[src/rtl/core/hls_to_rgb_converter_defines.svh]
// Assertion macros for the HSL to RGB colour converter.
// Each macro expects clk and rst_n to be visible where it is used.
`ifndef HLS_TO_RGB_CONVERTER_DEFINES_SVH
`define HLS_TO_RGB_CONVERTER_DEFINES_SVH

// Concurrent check sampled on the rising clock edge and switched off in reset.
`define HRC_ASSERT(lbl, prop, msg) \
    lbl: assert property (@(posedge clk) disable iff (!rst_n) (prop)) else $error(msg);

// Check that a consequent follows its antecedent in the next cycle.
`define HRC_ASSERT_NEXT(lbl, ante, cons, msg) \
    lbl: assert property (@(posedge clk) disable iff (!rst_n) (ante) |=> (cons)) \
        else $error(msg);

`endif

[src/rtl/core/hrc_pkg.sv]
// Types and constants for the HSL to RGB colour converter.
// Depends on nothing; used by hls_to_rgb_converter.
`timescale 1ns / 1ps

package hrc_pkg;

    localparam int FRAC_BITS = 16;
    localparam int HUE_W     = FRAC_BITS;
    localparam int CHAN_W    = FRAC_BITS + 1;
    // Six times the hue needs three more bits than the hue itself.
    localparam int U_W       = FRAC_BITS + 3;

    localparam logic [CHAN_W-1:0] ONE  = CHAN_W'(1) << FRAC_BITS;
    localparam logic [CHAN_W-1:0] HALF = CHAN_W'(1) << (FRAC_BITS - 1);

    localparam logic [U_W:0] ONE_TURN   = (U_W + 1)'(1) << FRAC_BITS;
    localparam logic [U_W:0] TWO_TURN   = (U_W + 1)'(2) << FRAC_BITS;
    localparam logic [U_W:0] THREE_TURN = (U_W + 1)'(3) << FRAC_BITS;
    localparam logic [U_W:0] FOUR_TURN  = (U_W + 1)'(4) << FRAC_BITS;
    localparam logic [U_W:0] SIX_TURN   = (U_W + 1)'(6) << FRAC_BITS;

    // Segment of the piecewise-linear hue ramp.
    localparam logic [1:0] SEG_RISE = 2'd0;
    localparam logic [1:0] SEG_HIGH = 2'd1;
    localparam logic [1:0] SEG_FALL = 2'd2;
    localparam logic [1:0] SEG_LOW  = 2'd3;

    typedef struct packed {
        logic [HUE_W-1:0]  hue;
        logic [CHAN_W-1:0] lightness;
        logic [CHAN_W-1:0] saturation;
    } hsl_t;

    typedef struct packed {
        logic [CHAN_W-1:0] red;
        logic [CHAN_W-1:0] green;
        logic [CHAN_W-1:0] blue;
    } rgb_t;

endpackage

[src/rtl/core/hls_to_rgb_converter.sv]
// HSL to RGB colour converter, five-stage pipeline, one colour per clock.
// Throughput: one transaction every cycle; busy is always low and the receiver cannot stall.
// The stage holding the three 17 by 17 bit ramp multipliers sets the cycle time.
// Reset clears the valid bits of every stage; payload registers are not reset.
// Depends on hrc_pkg and hls_to_rgb_converter_defines.svh.
`timescale 1ns / 1ps

`include "hls_to_rgb_converter_defines.svh"

module hls_to_rgb_converter
(
    input  logic          clk,
    input  logic          rst_n,
    input  logic          start,
    output logic          busy,
    input  hrc_pkg::hsl_t hsl,
    output logic          done,
    output hrc_pkg::rgb_t rgb
);

    localparam int CW = hrc_pkg::CHAN_W;
    localparam int UW = hrc_pkg::U_W;
    localparam int FB = hrc_pkg::FRAC_BITS;

    // Channel order in the per-channel arrays: red, green, blue.
    logic [4:0] valid_reg;

    // Stage 1: clamping and hue positions.
    logic [CW-1:0] l1_reg, s1_reg;
    logic [UW-1:0] u1_reg [3];
    logic [CW-1:0] l1_next, s1_next;
    logic [UW-1:0] u1_next [3];

    // Stage 2: lightness times saturation.
    logic [CW-1:0] l2_reg, s2_reg, ls2_reg;
    logic [UW-1:0] u2_reg [3];
    logic [CW-1:0] ls2_next;

    // Stage 3: p, q, span and ramp segments.
    logic [CW-1:0] p3_reg, q3_reg, span3_reg;
    logic [1:0]    seg3_reg [3];
    logic [CW-1:0] f3_reg [3];
    logic [CW-1:0] p3_next, q3_next, span3_next;
    logic [1:0]    seg3_next [3];
    logic [CW-1:0] f3_next [3];

    // Stage 4: ramp products.
    logic [CW-1:0] p4_reg, q4_reg;
    logic [1:0]    seg4_reg [3];
    logic [CW-1:0] prod4_reg [3];
    logic [CW-1:0] prod4_next [3];

    // Stage 5: output register.
    hrc_pkg::rgb_t rgb_reg, rgb_next;

    assign busy = 1'b0;
    assign done = valid_reg[4];
    assign rgb  = rgb_reg;

    always_ff @(posedge clk or negedge rst_n)
    begin
        if (!rst_n)
        begin
            valid_reg <= '0;
        end
        else
        begin
            valid_reg <= {valid_reg[3:0], start & ~busy};
        end
    end

    // Stage 1.
    always_comb
    begin
        logic [UW-1:0] u;
        logic [UW:0]   sum_r, sum_b;
        l1_next = (hsl.lightness > hrc_pkg::ONE) ? hrc_pkg::ONE : hsl.lightness;
        s1_next = (hsl.saturation > hrc_pkg::ONE) ? hrc_pkg::ONE : hsl.saturation;
        u       = (UW'(hsl.hue) << 2) + (UW'(hsl.hue) << 1);
        sum_r   = {1'b0, u} + hrc_pkg::TWO_TURN;
        sum_b   = {1'b0, u} + hrc_pkg::FOUR_TURN;
        // Both offsets stay below twice the full six-turn range.
        if (sum_r >= hrc_pkg::SIX_TURN)
        begin
            sum_r = sum_r - hrc_pkg::SIX_TURN;
        end
        if (sum_b >= hrc_pkg::SIX_TURN)
        begin
            sum_b = sum_b - hrc_pkg::SIX_TURN;
        end
        u1_next[0] = sum_r[UW-1:0];
        u1_next[1] = u;
        u1_next[2] = sum_b[UW-1:0];
    end

    // Stage 2.
    always_comb
    begin
        logic [2*CW-1:0] prod;
        prod     = l1_reg * s1_reg;
        ls2_next = prod[FB +: CW];
    end

    // Stage 3. Zero saturation needs no special path: q and p both equal
    // lightness, so every channel comes out grey.
    always_comb
    begin
        logic [CW+1:0] q_wide, p_wide;
        logic [UW:0]   u_ext, fall;
        q_wide = (l2_reg < hrc_pkg::HALF)
               ? ((CW + 2)'(l2_reg) + (CW + 2)'(ls2_reg))
               : ((CW + 2)'(l2_reg) + (CW + 2)'(s2_reg) - (CW + 2)'(ls2_reg));
        p_wide = ((CW + 2)'(l2_reg) << 1) - q_wide;
        q3_next    = q_wide[CW-1:0];
        p3_next    = p_wide[CW-1:0];
        span3_next = q3_next - p3_next;
        for (int c = 0; c < 3; c++)
        begin
            u_ext = {1'b0, u2_reg[c]};
            fall  = hrc_pkg::FOUR_TURN - u_ext;
            if (u_ext < hrc_pkg::ONE_TURN)
            begin
                seg3_next[c] = hrc_pkg::SEG_RISE;
                f3_next[c]   = u_ext[CW-1:0];
            end
            else if (u_ext < hrc_pkg::THREE_TURN)
            begin
                seg3_next[c] = hrc_pkg::SEG_HIGH;
                f3_next[c]   = '0;
            end
            else if (u_ext < hrc_pkg::FOUR_TURN)
            begin
                seg3_next[c] = hrc_pkg::SEG_FALL;
                f3_next[c]   = fall[CW-1:0];
            end
            else
            begin
                seg3_next[c] = hrc_pkg::SEG_LOW;
                f3_next[c]   = '0;
            end
        end
    end

    // Stage 4.
    always_comb
    begin
        logic [2*CW-1:0] prod;
        for (int c = 0; c < 3; c++)
        begin
            prod          = span3_reg * f3_reg[c];
            prod4_next[c] = prod[FB +: CW];
        end
    end

    // Stage 5.
    always_comb
    begin
        logic [CW-1:0] chan [3];
        for (int c = 0; c < 3; c++)
        begin
            case (seg4_reg[c]) inside
                hrc_pkg::SEG_RISE, hrc_pkg::SEG_FALL: chan[c] = p4_reg + prod4_reg[c];
                hrc_pkg::SEG_HIGH:                    chan[c] = q4_reg;
                default:                              chan[c] = p4_reg;
            endcase
        end
        rgb_next.red   = chan[0];
        rgb_next.green = chan[1];
        rgb_next.blue  = chan[2];
    end

    always_ff @(posedge clk)
    begin
        l1_reg    <= l1_next;
        s1_reg    <= s1_next;
        l2_reg    <= l1_reg;
        s2_reg    <= s1_reg;
        ls2_reg   <= ls2_next;
        p3_reg    <= p3_next;
        q3_reg    <= q3_next;
        span3_reg <= span3_next;
        p4_reg    <= p3_reg;
        q4_reg    <= q3_reg;
        rgb_reg   <= rgb_next;
        for (int c = 0; c < 3; c++)
        begin
            u1_reg[c]    <= u1_next[c];
            u2_reg[c]    <= u1_reg[c];
            seg3_reg[c]  <= seg3_next[c];
            f3_reg[c]    <= f3_next[c];
            seg4_reg[c]  <= seg3_reg[c];
            prod4_reg[c] <= prod4_next[c];
        end
    end

    `HRC_ASSERT(a_latency, start |-> ##5 done, "transaction did not complete after five cycles")
    `HRC_ASSERT(a_range, done |-> (rgb.red <= hrc_pkg::ONE && rgb.green <= hrc_pkg::ONE && rgb.blue <= hrc_pkg::ONE), "channel above full intensity")
    `HRC_ASSERT(a_grey, (start && hsl.saturation == '0 && hsl.lightness <= hrc_pkg::ONE) |-> ##5 (rgb.red == $past(hsl.lightness, 5) && rgb.green == rgb.red && rgb.blue == rgb.red), "zero saturation did not give grey")
    `HRC_ASSERT_NEXT(a_idle, !start, !valid_reg[0], "pipeline entry without a transaction")

endmodule

[config.mk]
export PLATFORM = sky130hd
export DESIGN_NAME = hls_to_rgb_converter
export DESIGN_NICKNAME = d
export VERILOG_FILES = /design/src/rtl/core/hrc_pkg.sv /design/src/rtl/core/hls_to_rgb_converter.sv
export VERILOG_INCLUDE_DIRS = /design/src /design/src/rtl/core
export SDC_FILE = /design/constraint.sdc
export NUM_CORES = 2
export LEC_CHECK = 0
export ABC_AREA = 0
export BUFFER_PORTS_ARGS = -buffer_cell sky130_fd_sc_hd__buf_2
export CAP_MARGIN = 5
export CORE_MARGIN = 2
export CORE_UTILIZATION = 50
export CTS_CLUSTER_SIZE = 40
export DETAILED_ROUTE_END_ITERATION = 8
export PLACE_DENSITY = 0.65
export REMOVE_ABC_BUFFERS = 1
export SYNTH_ARGS = -nofsm -noshare
export SYNTH_HDL_FRONTEND = slang
export SYNTH_SLANG_ARGS = --single-unit
[constraint.sdc]
create_clock -name clk -period 8 [get_ports clk]
set_clock_uncertainty 0.05 [all_clocks]
set_input_delay 0.8 -clock clk [delete_from_list [all_inputs] [get_ports clk]]
set_output_delay 0.8 -clock clk [all_outputs]
set_load 0.02 [all_outputs]
After elaboration in Yosys (flattened, before gate mapping)
Memories as Yosys holds them, arrays and structs flattened.
Index checks and enable logic that the tools add are counted.
- bits in registers: 226
- RAM bits: 228
- logic and storage cells: 93
- memories: 6
- add/subtract/negate cells: 16
- multiply operators: 4
- $lt $le $gt $ge: 14
- equal/unequal tests: 6
- muxes and demuxes: 27
- reductions and logical operators: 6
- memory list (name ; depth ; width ; read ports ; clocked after memory_dff ; wr ports ; RTL line ; source):
    u1_reg ; 3 ; 19 ; 3 ; 0 ; 3 ; hls_to_rgb_converter.sv:30 ; logic [UW-1:0] u1_reg [3];
    u2_reg ; 3 ; 19 ; 3 ; 0 ; 3 ; hls_to_rgb_converter.sv:36 ; logic [UW-1:0] u2_reg [3];
    f3_reg ; 3 ; 17 ; 3 ; 0 ; 3 ; hls_to_rgb_converter.sv:42 ; logic [CW-1:0] f3_reg [3];
    prod4_reg ; 3 ; 17 ; 3 ; 0 ; 3 ; hls_to_rgb_converter.sv:50 ; logic [CW-1:0] prod4_reg [3];
    seg3_reg ; 3 ; 2 ; 3 ; 0 ; 3 ; hls_to_rgb_converter.sv:41 ; logic [1:0] seg3_reg [3];
    seg4_reg ; 3 ; 2 ; 3 ; 0 ; 3 ; hls_to_rgb_converter.sv:49 ; logic [1:0] seg4_reg [3];
- operators with widths (kind ; number):
    $mux 17 ; 16
    $mul 17x17->33 ; 4
    $add 17x17->17 ; 5
    $lt 19x17->1 const B ; 3
    $lt 19x18->1 const B ; 3
    $lt 19x19->1 const B ; 3
    $sub 1x17->17 const A ; 3
    $sub 17x17->17 ; 3
    $ge 20x19->1 const B ; 2
    $mux 19 ; 2
    $sub 19x19->19 const B ; 2
    $gt 17x17->1 const B ; 2
    $add 19x18->20 const B ; 1
    $add 19x19->20 const B ; 1
    $add 18x17->19 ; 1
    $lt 17x16->1 const B ; 1
    $mux 2 ; 6
    $eq 2x1->1 const B ; 3
    $eq 2x2->1 const B ; 3
    $logic_not 2->1 ; 3
    $reduce_or 2->1 ; 3
    $mux 1 ; 3

Logic depth before layout (Yosys ltp)
- depth after elaboration: 5
- gate-level depth with buffers: 30
- gate-level depth less buffers: 30

Worst setup path after synthesis
OpenSTA, ideal clock, no wires.
- kind: flip-flop to flip-flop
- start: reg span3_reg[7]
- end: mem prod4_reg[0][50] in the netlist's numbering
- library setup time: 0.072 ns
- arrival time: 6.520 ns
- data required time: 7.878 ns
- slack: 1.358 ns
- stages on the path, launching flop included: 26
- period minus slack after synthesis: 6.642 ns
- cell sequence: dfxtp_1 -> clkbuf_1 -> clkbuf_1 -> nand2_1 -> fa_1 -> inv_1 -> fa_1 -> inv_1 -> fa_1 -> inv_1 -> fa_1 -> fa_1 -> inv_1 -> fa_1 -> inv_1 -> ha_1 -> a211o_1 -> or3_1 -> a211oi_1 -> nor3_1 -> o21ai_1 -> a21oi_1 -> or4_1 -> a31o_2 -> a21oi_1 -> xnor2_1
- RTL lines (what ; RTL line ; source):
    start, declared ; hls_to_rgb_converter.sv:40 ; logic [CW-1:0] p3_reg, q3_reg, span3_reg;
    start signal, assigned ; hls_to_rgb_converter.sv:181 ; span3_reg <= span3_next;
    end, declared ; hls_to_rgb_converter.sv:50 ;

==> impl_metrics.csv <==
group,metric,value,unit
run_status,outcome,"finished clean",
cts,root_buffer,"clkbuf_16",
layout,nets,6983,
placement,place_congestion,0.901,
floorplan,initial_core_util,0.506,
worst_setup_path,critPathBufInv,3,
worst_setup_path,critPathMostFrequentCell,"fa_1",
worst_setup_path,path_cells,"nand2_1, fa_1, fa_1, fa_1, inv_1, fa_1, fa_1, inv_1, fa_1, inv_1, ha_1, a211o_1, or3_1, a211oi_1, nor3_1, o21ai_1, a21oi_1, or4_1, a31o_2, a21oi_1, xnor2_1",
layout,area_growth,7.68,%
logic_synthesis,synth_cell_types,78,
floorplan,core,98700,µm²
logic_synthesis,synth_edf_count,0,
worst_setup_path,cpPeakStageDelay,680,ps
global_route,grt_most_used_layer,"met2",
worst_setup_path,crit_arrival,7770,ps
logic_synthesis,yosysSeqAreaShare,0.151,
route,drt_iter0_markers,2187,
worst_setup_path,worstSetupPathType,"register to register",
worst_setup_path,required,8520,ps
worst_setup_path,crit_family,"adder cells",
layout,layout-drive-gt1-share,0.0549,
cts,cts_resized,0,
timing,period_needed,7250,ps
worst_setup_path,crit_slowest_cell,"dfxtp_1",
floorplan,die_w,320,µm
timing,final-setup-viol-count,0,
cts,cts.sinks,376,
job,drv_cap,0,
timing,tightest_slew,1180,ps
floorplan,die_h,320,µm
route,wl_per_cell,18.3,µm
cts,max-clock-path-buffers,3,
timing,slew_headroom,0.208,
worst_setup_path,start_kind,"register",
global_route,grt_pass1_vias,37300,
route,final_antenna_net_count,0,
logic_synthesis,async_flop_share,0.0133,
global_route,track_usage,0.256,
global_route,antenna_found_initial,11,
logic_synthesis,syn_area,49900,µm²
placement,io_buffers,104,
cts,clkTransAtPathRegs,60,ps
logic_synthesis,ys_ff_latch,376,
timing,report.final.slew_viol_count,0,
global_route,grt_pass1_wl,206000,µm
floorplan,placementRows,115,
placement,dp_hpwl,102000,µm
route,via_per_inst,5.23,
logic_synthesis,yosys_warnings,0,
worst_setup_path,end_kind,"register",
global_route,use_met2,0.390,
route,vias,35800,
worst_setup_path,crit_path_max_fanout,16,
timing,rsz0062_at_grt,"no",
cts,clk-insertion-delay-late,660,ps
floorplan,ioPinCount,106,
cts,htreeDepth,2,
route,drc,0,
logic_synthesis,synth_ff_type,"dfxtp_1",
timing,max_freq,0.138,GHz
route,drt-pass1-iter-count,7,
global_route,grt_max_degree,48,
logic_synthesis,avgSynthCellArea,9.11,µm²
route,routed_wl,125000,µm
layout,n_fill_cell,8989,
timing,fin_tns_setup,0,ps
timing,finalCritPeriodShare,0.906,
global_route,use_met3,0.0626,
min_path,hold_class,"input port to register",
global_route,grt.met1_usage,0.360,
timing,finalHoldViolCount,0,
floorplan,dieArea,102000,µm²
cts,cts_made_buffers,46,
global_route,globalRouteOverflowTotal,0,
logic_synthesis,syn_inst,5479,
cts,cts_tree,"built",
## per-layer routing
metal	part of all wire	vias to the layer above
met5	0.00039	-
met1	0.45	17800
li1	-	16800
met3	0.084	181
met4	0.033	8
met2	0.43	1060
## worst register-to-register path: cells and delay by family, from the launching register on
family / cells / cell delay (ps)
AND/OR/NAND/NOR: 4 / 1130
AO/OA/AOI/OAI: 6 / 1790
flip-flops: 1 / 680
adder cells (fa/ha/maj): 7 / 3290
buffers and inverters: 3 / 150
XOR/XNOR: 1 / 140
## cells by family after synthesis
logic type,after synthesis,synth area share
and+or+nand+nor,1606,0.158
adders and majority gates,1411,0.482
buffers and inverters,1355,0.102
AOI/OAI and AO/OA,500,0.0651
DFF,376,0.151
xor gates and xnor gates,180,0.0316
muxes,49,0.0101
other,2,0.000150
## cell usage after synthesis, types with 6 or more instances
cell	count	area [µm²]
and2_1	493	3080
or3_1	28	175
dfxtp_1	371	7430
nand2_1	632	2370
nor4_1	18	113
a21o_1	51	383
a211oi_1	19	143
a22o_1	6	52.6
ha_1	554	6930
o31ai_1	44	330
and3_1	14	87.6
nand4_1	12	75.1
xor2_1	49	429
o211ai_1	14	105
nand3_1	30	150
a31oi_1	9	56.3
or4_1	6	45.0
xnor2_1	131	1150
nor2_1	197	739
nor2b_1	54	338
o21ai_1	18	90.1
o21bai_1	14	105
inv_1	1138	4270
a21oi_1	130	651
o22ai_1	8	50.1
o21ai_0	95	475
mux2_2	9	101
clkbuf_1	209	785
nor3_1	69	345
fa_1	852	17100
o21a_1	26	195
nand2b_1	28	175
a21boi_0	6	45.0
or2_2	9	56.3
mux2i_1	40	400
## what timing repair did
| item | CTS | global route |
|---|---|---|
| endpoints found under the setup margin | 0 | 0 |
| endpoints found under the hold margin | 5 | 0 |
| buffers inserted | 0 | 0 |
| hold buffers | 1 | 0 |
## cell type report
type                       count  area, µm²  area share
tap                         1287       1610      0.0300
timing repair buffer         181       1190      0.0221
sequential                   376       7560       0.141
antenna                        4       10.0    0.000186
clock buffer                  53       1230      0.0229
clock inverter                31        470     0.00875
inverter                    1139       4280      0.0795
multi-input combinational   3780      37400       0.696
## through the flow
| step | cell area [µm²] | instances | hold WS, ps | utilization | setup WS [ps] |
|---|---|---|---|---|---|
| 2_1_floorplan | 49200 | 5295 | 260 | - | 1190 |
| 3_3_place_gp | 52000 | 6762 | 260 | 0.527 | 834 |
| 3_5_place_dp | 52000 | 6762 | 262 | 0.527 | 801 |
| 4_1_cts | 53700 | 6847 | 173 | 0.544 | 773 |
| 5_1_grt | 53700 | 6848 | 196 | 0.544 | 340 |
| 6_report | 53700 | 6851 | 213 | 0.544 | 751 |
## layout by cell type (no fill, tap or decap), drive strengths merged, types with 11 or more instances in the layout
cell and instances:
a211oi 19, a21boi 11, a21o 51, a21oi 130, and2 493, and3 15, buf 180, clkbuf 53
clkinv 13, conb 34, dfxtp 371, fa 852, ha 554, inv 1141, mux2i 40, nand2 632
nand2b 28, nand3 30, nand4 13, nor2 197, nor2b 54, nor3 70, nor4 18, o211ai 14
o21a 26, o21ai 114, o21bai 14, o31ai 44, or2 12, or3 28, xnor2 131, xor2 49
## final timing paths
check | to | cells after the start | start | slack [ps]
max in group asynchronous | valid_reg[4] | 2 | rst_n | 7330
hold reg to reg | u2_reg[0][41] | 0 | u1_reg[0][41] | 270
setup reg to reg | prod4_reg[0][50] | 21 | f3_reg[0][37] | 750
min in group asynchronous | valid_reg[0] | 2 | rst_n | 440
hold / removal | valid_reg[0] | 1 | start | 210
setup / recovery | prod4_reg[0][50] | 21 | f3_reg[0][37] | 750
Power is left out: the tool's default activity adds up to more than one toggle a clock period on the data nets, which glitch-free logic cannot reach.
